`src/hdl/fefe_pkg.sv`:
```
`default_nettype none
package fefe_pkg;

  localparam logic [1:0] OP_INIT  = 2'd0;
  localparam logic [1:0] OP_FRAME = 2'd1;
  localparam logic [1:0] OP_READ  = 2'd2;

  localparam logic [1:0] CFG_COLOR_COUNT = 2'd0;
  localparam logic [1:0] CFG_SPAWN_THR   = 2'd1;
  localparam logic [1:0] CFG_FLARE_ROWS  = 2'd2;
  localparam logic [1:0] CFG_COLOR_BASE  = 2'd3;

  localparam logic [8:0] DECAY_NUM  = 9'd14;
  localparam logic [8:0] DECAY_DEN  = 9'd10;
  localparam logic [8:0] ROUND_ADD  = 9'd5;
  localparam logic [7:0] HEAT_SUB   = 8'd6;
  localparam logic [2:0] JITTER_MAX = 3'd4;

  typedef struct packed {
    logic [1:0]  operation;
    logic [47:0] jitter_pack;
    logic [6:0]  spawn_roll;
    logic [3:0]  spawn_col;
    logic [3:0]  spawn_row;
    logic [3:0]  read_row;
    logic [3:0]  read_col;
  } in_item_t;

  typedef struct packed {
    logic [7:0] intensity;
    logic [7:0] color_index;
    logic [3:0] flare_count;
  } out_item_t;

endpackage
`default_nettype wire

```
`src/hdl/fefe_ram.sv`:
```
`default_nettype none
module fefe_ram #(
  parameter int WIDTH = 8,
  parameter int DEPTH = 256
) (
  input  wire logic                     clk,
  input  wire logic                     we,
  input  wire logic [$clog2(DEPTH)-1:0] waddr,
  input  wire logic [WIDTH-1:0]         wdata,
  input  wire logic [$clog2(DEPTH)-1:0] raddr,
  output logic      [WIDTH-1:0]         rdata
);
  logic [WIDTH-1:0] mem [DEPTH];

  always_ff @(posedge clk) begin
    if (we) mem[waddr] <= wdata;
    rdata <= mem[raddr];
  end
endmodule
`default_nettype wire

```
`src/hdl/fire_effect_frame_engine_core.sv`:
```
// Operations: read, init and frame step; a frame step passes over every pixel, then over
// each flare's clipped area, and moves entries in the flare list.
// One item at a time; busy is high from the accepting edge until the result strobe.
// Work is paced by the pixel memory, which has one read port and one write port.
// Reset sets control and config registers to defaults and runs a clearing pass over
// the pixel memory with busy high. The receiver cannot stall: out_valid lasts one cycle.
`default_nettype none
module fire_effect_frame_engine_core
  import fefe_pkg::*;
#(
  parameter int PANEL_WIDTH  = 16,
  parameter int PANEL_HEIGHT = 16,
  parameter int MAX_FLARES   = 10
) (
  input  wire logic      clk,
  input  wire logic      rst_n,
  input  wire logic      start,
  output logic           busy,
  input  wire in_item_t  in_item,
  output logic           out_valid,
  output out_item_t      out_item,
  input  wire logic      cfg_we,
  input  wire logic [1:0] cfg_index,
  input  wire logic [7:0] cfg_data
);
  localparam int CW = (PANEL_WIDTH > 1) ? $clog2(PANEL_WIDTH) : 1;
  localparam int RW = (PANEL_HEIGHT > 1) ? $clog2(PANEL_HEIGHT) : 1;
  localparam int AW = CW + RW;
  localparam int FW = (MAX_FLARES > 1) ? $clog2(MAX_FLARES) : 1;
  localparam logic [CW-1:0] CMAX = CW'(PANEL_WIDTH - 1);
  localparam logic [RW-1:0] RMAX = RW'(PANEL_HEIGHT - 1);
  localparam logic [3:0] NFL = 4'(MAX_FLARES);

  localparam logic [3:0] S_CLEAR = 4'd0, S_IDLE = 4'd1, S_INIT = 4'd2,
    S_SHR = 4'd3, S_SHW = 4'd4, S_FLD = 4'd5, S_FLW = 4'd6, S_FSETUP = 4'd7,
    S_PR = 4'd8, S_PW = 4'd9, S_FNEXT = 4'd10, S_MOVR = 4'd11, S_MOVW = 4'd12,
    S_READ = 4'd13, S_READ2 = 4'd14, S_DONE = 4'd15;

  logic [3:0] st_r, st_nxt;
  logic [7:0] cc_r, base_r;
  logic [6:0] thr_r;
  logic [4:0] frows_r;
  logic [3:0] live_r, live_nxt;
  in_item_t   it_r, it_nxt;
  logic [RW-1:0] row_r, row_nxt;
  logic [CW-1:0] col_r, col_nxt;
  logic [3:0] k_r, k_nxt, m_r, m_nxt;
  logic spawn_r, spawn_nxt;
  logic [CW-1:0] fx_r, fx_nxt;
  logic [RW-1:0] fy_r, fy_nxt;
  logic [7:0] fz_r, fz_nxt;
  logic [RW-1:0] r0_r, r0_nxt, r1_r, r1_nxt;
  logic [CW-1:0] c0_r, c0_nxt, c1_r, c1_nxt;
  logic [8:0] sq_r, sq_nxt;
  logic [7:0] rint_r, rint_nxt;
  logic out_v_nxt;

  logic pwe; logic [AW-1:0] pwa, pra; logic [7:0] pwd, prd;
  logic fwe; logic [FW-1:0] fwa, fra; logic [15:0] fwd, frd;

  fefe_ram #(.WIDTH(8), .DEPTH(1 << AW)) u_pix (
    .clk, .we(pwe), .waddr(pwa), .wdata(pwd), .raddr(pra), .rdata(prd));
  fefe_ram #(.WIDTH(16), .DEPTH(1 << FW)) u_flr (
    .clk, .we(fwe), .waddr(fwa), .wdata(fwd), .raddr(fra), .rdata(frd));

  function automatic logic [4:0] isqrt9(input logic [8:0] n);
    logic [4:0] r;
    r = 5'd0;
    for (int i = 1; i < 23; i++)
      if (10'(i * i) <= {1'b0, n}) r = 5'(i);
    return r;
  endfunction

  logic [21:0] reach_p;
  logic [8:0] reach;
  logic [4:0] fx5, fy5;
  logic signed [10:0] lo_c, hi_c, lo_r, hi_r;
  logic signed [9:0] dxs, dys;
  logic [4:0] sr;
  logic [8:0] dnum;
  logic [16:0] dprod;
  logic [8:0] dround;
  logic [7:0] flv;
  logic [2:0] jit;
  logic [7:0] below_dec;
  logic [CW-1:0] sx; logic [RW-1:0] sy; logic [4:0] lim;

  always_comb begin
    // z*10/14 as z*11705 >> 14
    reach_p = 22'(fz_r) * 22'd11705;
    reach = 9'(reach_p >> 14) + 9'd1;
    fx5 = 5'(fx_r); fy5 = 5'(fy_r);
    lo_c = $signed(11'(fx5)) - $signed(11'(reach));
    hi_c = $signed(11'(fx5)) + $signed(11'(reach)) - 11'sd1;
    lo_r = $signed(11'(fy5)) - $signed(11'(reach));
    hi_r = $signed(11'(fy5)) + $signed(11'(reach)) - 11'sd1;
    dxs = $signed(10'(fx_r)) - $signed(10'(col_r));
    dys = $signed(10'(fy_r)) - $signed(10'(row_r));
    sr = isqrt9(sq_r);
    // divide by 10 as x*205 >> 11
    dnum = DECAY_NUM * 9'(sr) + ROUND_ADD;
    dprod = 17'(dnum) * 17'd205;
    dround = 9'(dprod >> 11);
    flv = (9'(fz_r) > dround) ? 8'(9'(fz_r) - dround) : 8'd0;
    jit = it_r.jitter_pack[3*col_r +: 3];
    if (jit > JITTER_MAX) jit = JITTER_MAX;
    below_dec = (prd != 8'd0) ? prd - 8'd1 : 8'd0;
    lim = (frows_r == 5'd0) ? 5'd0 : frows_r - 5'd1;
    sx = (5'(it_r.spawn_col) > 5'(CMAX)) ? CMAX : CW'(it_r.spawn_col);
    sy = (5'(it_r.spawn_row) > lim) ? RW'(lim) : RW'(it_r.spawn_row);
    if (5'(sy) > 5'(RMAX)) sy = RMAX;
  end

  always_comb begin
    st_nxt = st_r; live_nxt = live_r; it_nxt = it_r;
    row_nxt = row_r; col_nxt = col_r; k_nxt = k_r; m_nxt = m_r;
    spawn_nxt = spawn_r; fx_nxt = fx_r; fy_nxt = fy_r; fz_nxt = fz_r;
    r0_nxt = r0_r; r1_nxt = r1_r; c0_nxt = c0_r; c1_nxt = c1_r;
    sq_nxt = sq_r; rint_nxt = rint_r; out_v_nxt = 1'b0;
    pwe = 1'b0; pwa = {row_r, col_r}; pwd = 8'd0; pra = {row_r, col_r};
    fwe = 1'b0; fwa = FW'(k_r); fwd = 16'd0; fra = FW'(k_r);
    case (st_r)
      S_CLEAR: begin
        pwe = 1'b1;
        col_nxt = col_r + 1'b1;
        if (col_r == CMAX) begin
          col_nxt = '0; row_nxt = row_r + 1'b1;
          if (row_r == RMAX) begin row_nxt = '0; st_nxt = S_IDLE; end
        end
      end
      S_IDLE: begin
        if (start) begin
          it_nxt = in_item; row_nxt = '0; col_nxt = '0; k_nxt = '0; spawn_nxt = 1'b0;
          case (in_item.operation)
            OP_INIT:  st_nxt = S_INIT;
            OP_FRAME: begin row_nxt = RMAX; st_nxt = S_SHR; end
            OP_READ:  st_nxt = S_READ;
            default:  st_nxt = S_DONE;
          endcase
        end
      end
      S_INIT: begin
        pwe = 1'b1; pwd = (row_r == '0) ? cc_r - 8'd1 : 8'd0;
        col_nxt = col_r + 1'b1;
        if (col_r == CMAX) begin
          col_nxt = '0; row_nxt = row_r + 1'b1;
          if (row_r == RMAX) st_nxt = S_DONE;
        end
      end
      S_SHR: begin
        pra = (row_r == '0) ? {row_r, col_r} : {row_r - 1'b1, col_r};
        st_nxt = S_SHW;
      end
      S_SHW: begin
        pwa = {row_r, col_r};
        if (row_r != '0) begin
          pwe = 1'b1; pwd = below_dec;
        end else if (prd != 8'd0) begin
          pwe = 1'b1; pwd = 8'(jit) + cc_r - HEAT_SUB;
        end
        st_nxt = S_SHR; col_nxt = col_r + 1'b1;
        if (col_r == CMAX) begin
          col_nxt = '0; row_nxt = row_r - 1'b1;
          if (row_r == '0) begin row_nxt = '0; st_nxt = S_FLD; end
        end
      end
      S_FLD: begin
        fra = FW'(k_r);
        if (k_r < live_r && k_r < NFL) st_nxt = S_FLW;
        else if (live_r < NFL && it_r.spawn_roll <= thr_r) begin
          spawn_nxt = 1'b1; fx_nxt = sx; fy_nxt = sy; fz_nxt = cc_r - 8'd1;
          fwe = 1'b1; fwa = FW'(live_r); fwd = {cc_r - 8'd1, 4'(sy), 4'(sx)};
          live_nxt = live_r + 4'd1; st_nxt = S_FSETUP;
        end else st_nxt = S_DONE;
      end
      S_FLW: begin
        fx_nxt = CW'(frd[3:0]); fy_nxt = RW'(frd[7:4]); fz_nxt = frd[15:8];
        st_nxt = S_FSETUP;
      end
      S_FSETUP: begin
        c0_nxt = (lo_c < 0) ? '0 : CW'(lo_c);
        r0_nxt = (lo_r < 0) ? '0 : RW'(lo_r);
        c1_nxt = (hi_c > $signed(11'(CMAX))) ? CMAX : CW'(hi_c);
        r1_nxt = (hi_r > $signed(11'(RMAX))) ? RMAX : RW'(hi_r);
        row_nxt = (lo_r < 0) ? '0 : RW'(lo_r);
        col_nxt = (lo_c < 0) ? '0 : CW'(lo_c);
        st_nxt = S_PR;
      end
      S_PR: begin
        sq_nxt = 9'(dxs * dxs) + 9'(dys * dys);
        st_nxt = S_PW;
      end
      S_PW: begin
        if (flv > prd) begin
          pwe = 1'b1; pwd = flv;
        end
        st_nxt = S_PR; col_nxt = col_r + 1'b1;
        if (col_r == c1_r) begin
          col_nxt = c0_r; row_nxt = row_r + 1'b1;
          if (row_r == r1_r) st_nxt = S_FNEXT;
        end
      end
      S_FNEXT: begin
        if (spawn_r) st_nxt = S_DONE;
        else if (fz_r > 8'd1) begin
          fwe = 1'b1; fwa = FW'(k_r); fwd = {fz_r - 8'd1, 4'(fy_r), 4'(fx_r)};
          k_nxt = k_r + 4'd1; st_nxt = S_FLD;
        end else begin
          m_nxt = k_r + 4'd1; st_nxt = S_MOVR;
        end
      end
      S_MOVR: begin
        fra = FW'(m_r);
        if (m_r < live_r && m_r < NFL) st_nxt = S_MOVW;
        else begin live_nxt = live_r - 4'd1; st_nxt = S_FLD; end
      end
      S_MOVW: begin
        fwe = 1'b1; fwa = FW'(m_r - 4'd1); fwd = frd;
        m_nxt = m_r + 4'd1; st_nxt = S_MOVR;
      end
      S_READ: begin
        pra = {RW'(it_r.read_row), CW'(it_r.read_col)};
        st_nxt = S_READ2;
      end
      S_READ2: begin
        rint_nxt = (32'(it_r.read_row) < PANEL_HEIGHT && 32'(it_r.read_col) < PANEL_WIDTH)
                   ? prd : 8'd0;
        st_nxt = S_DONE;
      end
      S_DONE: begin
        out_v_nxt = 1'b1; st_nxt = S_IDLE;
      end
      default: st_nxt = S_IDLE;
    endcase
  end

  logic out_v_r;
  out_item_t out_r;

  always_ff @(posedge clk) begin
    if (!rst_n) begin
      st_r <= S_CLEAR; cc_r <= 8'd16; thr_r <= 7'd60; frows_r <= 5'd8; base_r <= 8'd0;
      live_r <= '0; row_r <= '0; col_r <= '0; out_v_r <= 1'b0;
    end else begin
      st_r <= st_nxt; live_r <= live_nxt; row_r <= row_nxt; col_r <= col_nxt;
      out_v_r <= out_v_nxt;
      if (cfg_we) begin
        case (cfg_index)
          CFG_COLOR_COUNT: cc_r <= cfg_data;
          CFG_SPAWN_THR:   thr_r <= cfg_data[6:0];
          CFG_FLARE_ROWS:  frows_r <= cfg_data[4:0];
          CFG_COLOR_BASE:  base_r <= cfg_data;
          default: ;
        endcase
      end
    end
  end

  always_ff @(posedge clk) begin
    it_r <= it_nxt; k_r <= k_nxt; m_r <= m_nxt; spawn_r <= spawn_nxt;
    fx_r <= fx_nxt; fy_r <= fy_nxt; fz_r <= fz_nxt;
    r0_r <= r0_nxt; r1_r <= r1_nxt; c0_r <= c0_nxt; c1_r <= c1_nxt;
    sq_r <= sq_nxt;
    if (st_r == S_IDLE) rint_r <= 8'd0; else rint_r <= rint_nxt;
    if (st_r == S_DONE) begin
      out_r.intensity   <= rint_r;
      out_r.color_index <= (it_r.operation == OP_READ) ? rint_r + base_r : 8'd0;
      out_r.flare_count <= live_r;
    end
  end

  assign busy = (st_r != S_IDLE);
  assign out_valid = out_v_r;
  assign out_item = out_r;

  a_live_max: assert property (@(posedge clk) disable iff (!rst_n) live_r <= NFL)
    else $error("too many flares");
  a_done_out: assert property (@(posedge clk) disable iff (!rst_n)
    st_r == S_DONE |=> out_valid) else $error("missing result");
  a_out_idle: assert property (@(posedge clk) disable iff (!rst_n)
    out_valid |-> st_r == S_IDLE) else $error("result outside idle");
  a_no_accept: assert property (@(posedge clk) disable iff (!rst_n)
    busy |=> !out_valid || $past(st_r) == S_DONE) else $error("stray result");
endmodule
`default_nettype wire
```
`config.mk`:
```
export PLATFORM = sky130hd
export DESIGN_NAME = fire_effect_frame_engine_core
export DESIGN_NICKNAME = d
export VERILOG_FILES = /design/src/hdl/fefe_pkg.sv /design/src/hdl/fefe_ram.sv /design/src/hdl/fire_effect_frame_engine_core.sv
export SDC_FILE = /design/constraint.sdc
export NUM_CORES = 2
export LEC_CHECK = 0
export ABC_AREA = 1
export BUFFER_PORTS_ARGS = -buffer_cell sky130_fd_sc_hd__buf_2
export CAP_MARGIN = 10
export CORE_AREA = 2 2 469 471
export CTS_CLUSTER_DIAMETER = 50
export DETAILED_ROUTE_END_ITERATION = 8
export DIE_AREA = 0 0 471 473
export GPL_TIMING_DRIVEN = 0
export PLACE_DENSITY = 0.7
export SKIP_CTS_REPAIR_TIMING = 1
export SYNTH_ARGS = -nofsm -noshare
export SYNTH_HDL_FRONTEND = slang
export SYNTH_SLANG_ARGS = --single-unit
```
`constraint.sdc`:
```
create_clock -name clk -period 21.7 [get_ports clk]
set_input_delay 1.085 -clock clk [delete_from_list [all_inputs] [get_ports clk]]
set_output_delay 1.085 -clock clk [all_outputs]
set_load 0.02 [all_outputs]
```
# Yosys cells after proc, flatten, opt, wreduce, memory -nomap -nowiden

Memories as Yosys holds them, arrays and structs flattened. A register that Yosys moved wholly into a read port is not among the register bits.
Index checks and enable logic that the tools add are counted.
Widths: inputs -> output; s select.

Input bits: 87
RAM bits: 2,304
Memories: 2
Word-level logic and storage cells: 285
Register bits: 192

Memory list:

| name      | depth | bits a word | read ports | clocked after memory_dff | write ports | line           | source |
|---|---|---|---|---|---|---|---|
| u_pix.mem | 256   | 8           | 1          | 1                        | 1           | fefe_ram.sv:13 | `logic [WIDTH-1:0] mem [DEPTH];` |
| u_flr.mem | 16    | 16          | 1          | 1                        | 1           | fefe_ram.sv:13 |  |

Order comparisons: 37
Shift-type cells: 1
Muxes and demuxes: 111
Add/subtract/negate cells: 27
$mul: 6
Equal/unequal tests: 39
Reduce and logical (&&, ||, !) cells: 32

Operators by type and width:

| cell                  | number |
|---|---|
| $mux 4                | 38 |
| $mux 5                | 20 |
| $mux 8                | 9 |
| $mux 16               | 4 |
| $pmux 4 s16           | 1 |
| $le 9x9->1 const A    | 7 |
| $pmux 16 s3           | 1 |
| $pmux 4 s2            | 6 |
| $shiftx 48x7->3       | 1 |
| $eq 4x4->1 const B    | 10 |
| $le 7x9->1 const A    | 4 |
| $le 8x9->1 const A    | 4 |
| $pmux 8 s2            | 2 |
| $ne 2x2->1 const B    | 13 |
| $pmux 4 s6            | 1 |
| $pmux 8 s3            | 1 |
| $sub 8x1->8 const B   | 3 |
| $gt 11x5->1 const B   | 2 |
| $mul 8x14->22 const B | 1 |
| $sub 10x1->11 const B | 2 |
| $add 4x1->4 const B   | 5 |
| $add 4x9->10          | 2 |
| $lt 10x1->1 const B   | 2 |
| $sub 4x9->10          | 2 |
| other kinds (56)      | 112 |

# Longest topological paths before layout

Word-level depth: 33
Depth in mapped cells: 76
Depth with buffers taken out: 74

# Modules after synthesis

From an unflattened synthesis, not the netlist that was laid out.

Cells, all modules: 10,086
Area, all modules: 111,907.3 um^2

Modules (own cells, without submodules):

| module                        | cells an instance | seq. area each (um^2) | area each (um^2) | instances |
|---|---|---|---|---|
| fefe_ram at u_pix             | 7,003             | 61,659.1              | 83,396.2         | 1 |
| fire_effect_frame_engine_core | 2,009             | 5,235.0               | 17,130.2         | 1 |
| fefe_ram at u_flr             | 1,074             | 8,007.7               | 11,380.9         | 1 |

# Worst setup path after synthesis

Ideal clock, no wire load.

Path type: register to register
Start: reg sq_r[8]
End: mem u_pix.mem[0][0] (data pin)
Stages on the path, launching flop included: 67
Setup time: 1,630 ps
Clock period less this slack: 18,148 ps
Path slack: 3,552 ps
Arrival time: 16,518 ps
Data required time: 20,070 ps
Cell sequence: edfxtp_1 clkinv_1 nand2_1 nor2_1 nand3_1 nand2_1 nand2_1 nand2_1 nand2_1 nand2_1 nand2_1 nand2_1 nand2_1 nand2_1 nand2_1 nand2_1 nand2_1 nand2_1 [... 31 more ...] nand2_1 a21oi_1 xor2_1 ha_1 a21oi_1 nand2_1 a21oi_1 inv_1 o21ai_0 a21oi_1 ha_1 nand2_1 o21a_1 o221ai_1 o21ai_0 nor2_1 inv_1 o221ai_1

Word-level cells in the longest chain between the ends: 31
Elaborated cells between the ends (all ways): 53
Classes of those cells: 2 x add/sub; 2 x mul; 24 x order compare; 25 x mux

Ends and longest elaborated chain:

| element                                          | line                                 | source |
|---|---|---|
| start, declared                                  | fire_effect_frame_engine_core.sv:54  | `logic [8:0] sq_r, sq_nxt;` |
| start signal, assigned                           | fire_effect_frame_engine_core.sv:263 | `sq_r <= sq_nxt;` |
| $le 1x9->1                                       | fire_effect_frame_engine_core.sv:70  | `if (10'(i * i) <= {1'b0, n}) r = 5'(i);` |
| $mux 1                                           | fire_effect_frame_engine_core.sv:70  |  |
| $mux 2 (2 in a row)                              | fire_effect_frame_engine_core.sv:70  |  |
| $mux 5 (18 in a row)                             | fire_effect_frame_engine_core.sv:70  |  |
| $mux 5 (*)                                       | fire_effect_frame_engine_core.sv:70  |  |
| $mul 3x5->8 (*)                                  | fire_effect_frame_engine_core.sv:101 | `dnum = DECAY_NUM * 9'(sr) + ROUND_ADD;` |
| $add 9x3->9 (*)                                  | fire_effect_frame_engine_core.sv:101 |  |
| $mul 9x8->17 (*)                                 | fire_effect_frame_engine_core.sv:102 | `dprod = 17'(dnum) * 17'd205;` |
| $sub 8x6->8 / $gt 8x6->1 (equally long branches) | fire_effect_frame_engine_core.sv:104 | `flv = (9'(fz_r) > dround) ? 8'(9'(fz_r) - dround) : 8'd0;` |
| $mux 8 (*)                                       | fire_effect_frame_engine_core.sv:104 |  |
| $gt 8x8->1                                       | fire_effect_frame_engine_core.sv:194 | `if (flv > prd) begin` |
| $mux 8 (*)                                       | fire_effect_frame_engine_core.sv:194 |  |
| $pmux 8 s3 (*)                                   | fire_effect_frame_engine_core.sv:122 | `case (st_r)` |
| named net pwd[0]                                 | fire_effect_frame_engine_core.sv:58  | `logic pwe; logic [AW-1:0] pwa, pra; logic [7:0] pwd, prd;` |
| end, declared                                    | fefe_ram.sv:13                       |  |

Mark *: on every way through the listed nets, which the timed path passes. The rest lies on a longest branch.

# Final worst setup path

Start: reg sq_r[8]
End: mem u_pix.mem[228][4], in the netlist u_pix.mem[114][4] (enable)

Word-level cells in the longest chain between the ends: 33
Elaborated cells between the ends (all ways): 55
Classes of those cells: 2 x add/sub; 2 x mul; 24 x order compare; 27 x mux

Ends and longest elaborated chain:

| element                                          | line                                 | source |
|---|---|---|
| $le 1x9->1                                       | fire_effect_frame_engine_core.sv:70  |  |
| $mux 1                                           | fire_effect_frame_engine_core.sv:70  |  |
| $mux 2 (2 in a row)                              | fire_effect_frame_engine_core.sv:70  |  |
| $mux 5 (18 in a row)                             | fire_effect_frame_engine_core.sv:70  |  |
| $mux 5 (*)                                       | fire_effect_frame_engine_core.sv:70  |  |
| $mul 3x5->8 (*)                                  | fire_effect_frame_engine_core.sv:101 |  |
| $add 9x3->9 (*)                                  | fire_effect_frame_engine_core.sv:101 |  |
| $mul 9x8->17 (*)                                 | fire_effect_frame_engine_core.sv:102 |  |
| $sub 8x6->8 / $gt 8x6->1 (equally long branches) | fire_effect_frame_engine_core.sv:104 |  |
| $mux 8 (*)                                       | fire_effect_frame_engine_core.sv:104 |  |
| $gt 8x8->1 (*)                                   | fire_effect_frame_engine_core.sv:194 |  |
| $mux 1 (*)                                       | fire_effect_frame_engine_core.sv:194 |  |
| $pmux 1 s3 (*)                                   | fire_effect_frame_engine_core.sv:122 |  |
| $mux 1 (*)                                       | fefe_ram.sv:16                       | `if (we) mem[waddr] <= wdata;` |
| $mux 1 (not written as such) (*)                 | fefe_ram.sv:16                       |  |

Every way passes the cells marked *; elsewhere a longest branch is shown, timed or not.

==> impl_metrics.csv <==
group,metric,value,unit
setup_path,critPathArrivalTime,16.67,ns
setup_path,worst-path-buf-inv,13,
floorplan,row_count,172,
sta,rsz0062_at_grt,"no",
yosys,ys_seq_area_share,69.09,%
setup_path,max_stage_delay,1.09,ns
detailed_routing,drc_errors,0,
detailed_routing,drtIter0Drc,14580,
global_routing,grt_pass1_vias,77550,
setup_path,path_max_fanout,10,
yosys,synth_compound_area_share,13.36,%
power,intPower,0.008196,W
setup_path,crit_family,"simple AND/OR/NAND/NOR gates",
placed_design,gp_congestion,1.075,
detailed_routing,dr.pass1.iters,9,
global_routing,grt.total_usage,37.99,%
floorplan,pin_count,109,
power,ir_worst_vdd,0.1048,mV
setup_path,crit_type,"register to register",
yosys,synth-edff-count,2443,
yosys,synth_area_leaders,"edfxtp_1 (68%), o21ai_0 (6.3%), nor2_1 (6.3%)",
yosys,syn_nets,9255,
clock_tree,cts_root_buffer,"clkbuf_16",
setup_path,cpMaxStageDelayCell,"nand3_1",
sta,finalSetupViolations,0,
clock_tree,htreeDepth,5,
clock_tree,insertion_delay,1.01,ns
yosys,synth_most_common_cell,"edfxtp_1",
global_routing,overflow,0,
sta,maxClockFrequency,62.09,MHz
cells_and_area,area_growth,14.73,%
detailed_routing,routed_wl,431400,um
power,comb_power_share,8.5,%
sta,final_hold_viol_count,0,
power,power_frac_seq,48.4,%
hold_path,hold_path_class,"primary input to register",
yosys,synthSimpleGateAreaFrac,8.870,%
setup_path,required,22.27,ns
yosys,yosys.area.top_type_share,67.67,%
floorplan,chipWidth,471,um
power,power_switching,0.002724,W
detailed_routing,wl_per_cell,34.40,um
yosys,synthMuxAreaShare,0.01039,%
detailed_routing,top_layer_used,"met5",
sta,post-route-period-util,74.22,%
cells_and_area,design_area,124400,um^2
sta,finClkSkew,0.1083,ns
yosys,async_flop_share,0,%
detailed_routing,m1WireLength,145100,um
yosys,ys_ff_latch,2520,
setup_path,worst_setup_path_end_kind,"register",
job,maxCapViolations,8,
floorplan,core_area,218200,um^2
yosys,synth_top_flop_cell,"edfxtp_1",
yosys,syn_inst,8845,
global_routing,grt_max_degree,39,
power,power_frac_clock,43.1,%
yosys,synth_cell_types,57,
sta,min_period,16.10,ns
floorplan,start_util,49.68,%
yosys,synth.avg_cell_area,12.26,um^2
detailed_routing,met2_length,186700,um
power,sw_frac_of_total,24.94,%
cells_and_area,nFillCells,17790,
yosys,synth_area,108400,um^2
power,power_density,87.79,nW/um^2
yosys,synth_fa_ha_area_share,4.365,%
placed_design,place_hpwl,313400,um
cells_and_area,finalNetCount,9840,
status,status,"finished with violations",
setup_path,critPathMostFrequentCell,"nand2_1",
sta,final_max_slew_viol_count,25,
detailed_routing,viasPerCell,6.550,
detailed_routing,num_vias,82150,
yosys,synth_warnings,0,
yosys,synth_top_family_by_area,"compound AO/OA/AOI/OAI gates",
yosys,ys_top_cells_by_count,"edfxtp_1 (2443), nor2_1 (1814), o21ai_0 (1367)",
cells_and_area,drive_gt1_share,9.269,%
setup_path,r2r_setup_slack,5.60,ns
clock_tree,cts_buffers,295,
power,power.leakage,41.68,nW
clock_tree,cts.clk_slew.worst_paths,0.06,ns
sta,relSlewSlack,-2.674,%
setup_path,start_kind,"register",
yosys,synth_xor_area_share,0.7651,%
sta,tightest_slew,1.521,ns
placed_design,port_buffers,107,
sta,timing.hold.ws,0.3129,ns
clock_tree,clock-sinks,2520,
detailed_routing,antenna_left,0,
yosys,synth_top_cell_by_area,"edfxtp_1",
clock_tree,tritoncts,"done",
floorplan,die_h,473,um
status,violations,"capacitance limit, slew limit",
global_routing,antenna_found_initial,43,
placed_design,placed_area,115100,um^2
detailed_routing,met3_length,59840,um
global_routing,grt_pass1_wl,589500,um
floorplan,die_area,222800,um^2
clock_tree,max-clock-path-buffers,4,
power,total_power,0.01092,W
stage by stage:
stage | instances | utilization, % | setup slack, ns | TNS [ns]
after global routing | 12510 | 56.96 | 4.957 | 0
after detailed placement | 11990 | 52.76 | 6.063 | 0
after CTS | 12490 | 56.86 | 6.017 | 0
final | 12540 | 57.00 | 5.595 | 0
after floorplan | 8845 | - | 3.552 | 0
after global placement | 11820 | 51.57 | -9.426 | -8863.16
cell type report:
cell class / count / area (um^2) / area share (%)
Sequential cell: 2520 / 74900 / 60.22
Multi-Input combinational cell: 5355 / 29920 / 24.06
Clock buffer: 357 / 7740 / 6.222
Tap cell: 2871 / 3592 / 2.888
Timing Repair Buffer: 288 / 3060 / 2.460
Buffer: 555 / 2315 / 1.861
Inverter: 415 / 1558 / 1.252
Clock inverter: 144 / 1206 / 0.9697
Antenna cell: 37 / 92.59 / 0.07444
final timing paths:
path,from,to,cells after the start
setup / recovery,sq_r[8]$_DFFE_PP_,u_pix.mem[114][4]$_DFFE_PP_,72
setup reg to reg,sq_r[8]$_DFFE_PP_,u_pix.mem[114][4]$_DFFE_PP_,72
hold reg to reg,base_r[5]$_SDFFE_PN0P_,base_r[5]$_SDFFE_PN0P_,2
hold / removal,in_item[12],sx[0]$_DFFE_PP_,1
flip-flops by register name (all words and copies together), names as in the netlist, 5 cells and up:
register,count
u_pix.mem,2048
u_flr.mem,256
it_r,69
out_item,20
u_flr.rdata,16
sq_r,9
base_r,8
cc_r,8
fz_r,8
rint_r,8
u_pix.rdata,8
thr_r,7
frows_r,5
placed cells by master, fill, tap and decap left out, drive strengths merged, types with 159 or more instances in the layout:
cell    Yosys  final
clkbuf    420    778
o22ai     489    489
buf       135    422
nand2     349    349
ha        231    231
o21ai    1444   1444
nand3     213    213
nor2     1816   1816
edfxtp   2443   2443
o221ai    159    159
inv       405    424
per-layer routing:
layer	GRT usage (%)	vias to the layer above
li1	-	33730
met1	45.82	40060
met2	56.29	6752
met3	12.95	1574
met4	29.08	28
met5	0	-
power by group through the flow:
| stage | Combinational (W) | Sequential [W] | Clock, W |
|---|---|---|---|
| 2_1_floorplan | 0.000430 | 0.00538 | 0 |
| 3_3_place_gp | 0.000844 | 0.00538 | 0 |
| 3_5_place_dp | 0.000863 | 0.00538 | 0 |
| 4_1_cts | 0.000868 | 0.00528 | 0.00468 |
| 5_1_grt | 0.000940 | 0.00528 | 0.00487 |
| 6_report | 0.000930 | 0.00528 | 0.00471 |
cells by family (layout without fill, tap and decap cells):
group | count (synthesis) | count (layout)
muxes | 1 | 1
AOI/OAI and AO/OA | 2494 | 2494
other | 0 | 37
adders and majority gates | 323 | 323
buffers and inverters | 970 | 1759
DFF | 2520 | 2520
and+or+nand+nor | 2444 | 2444
xor gates and xnor gates | 93 | 93
Power figures use the tool's default switching activity.
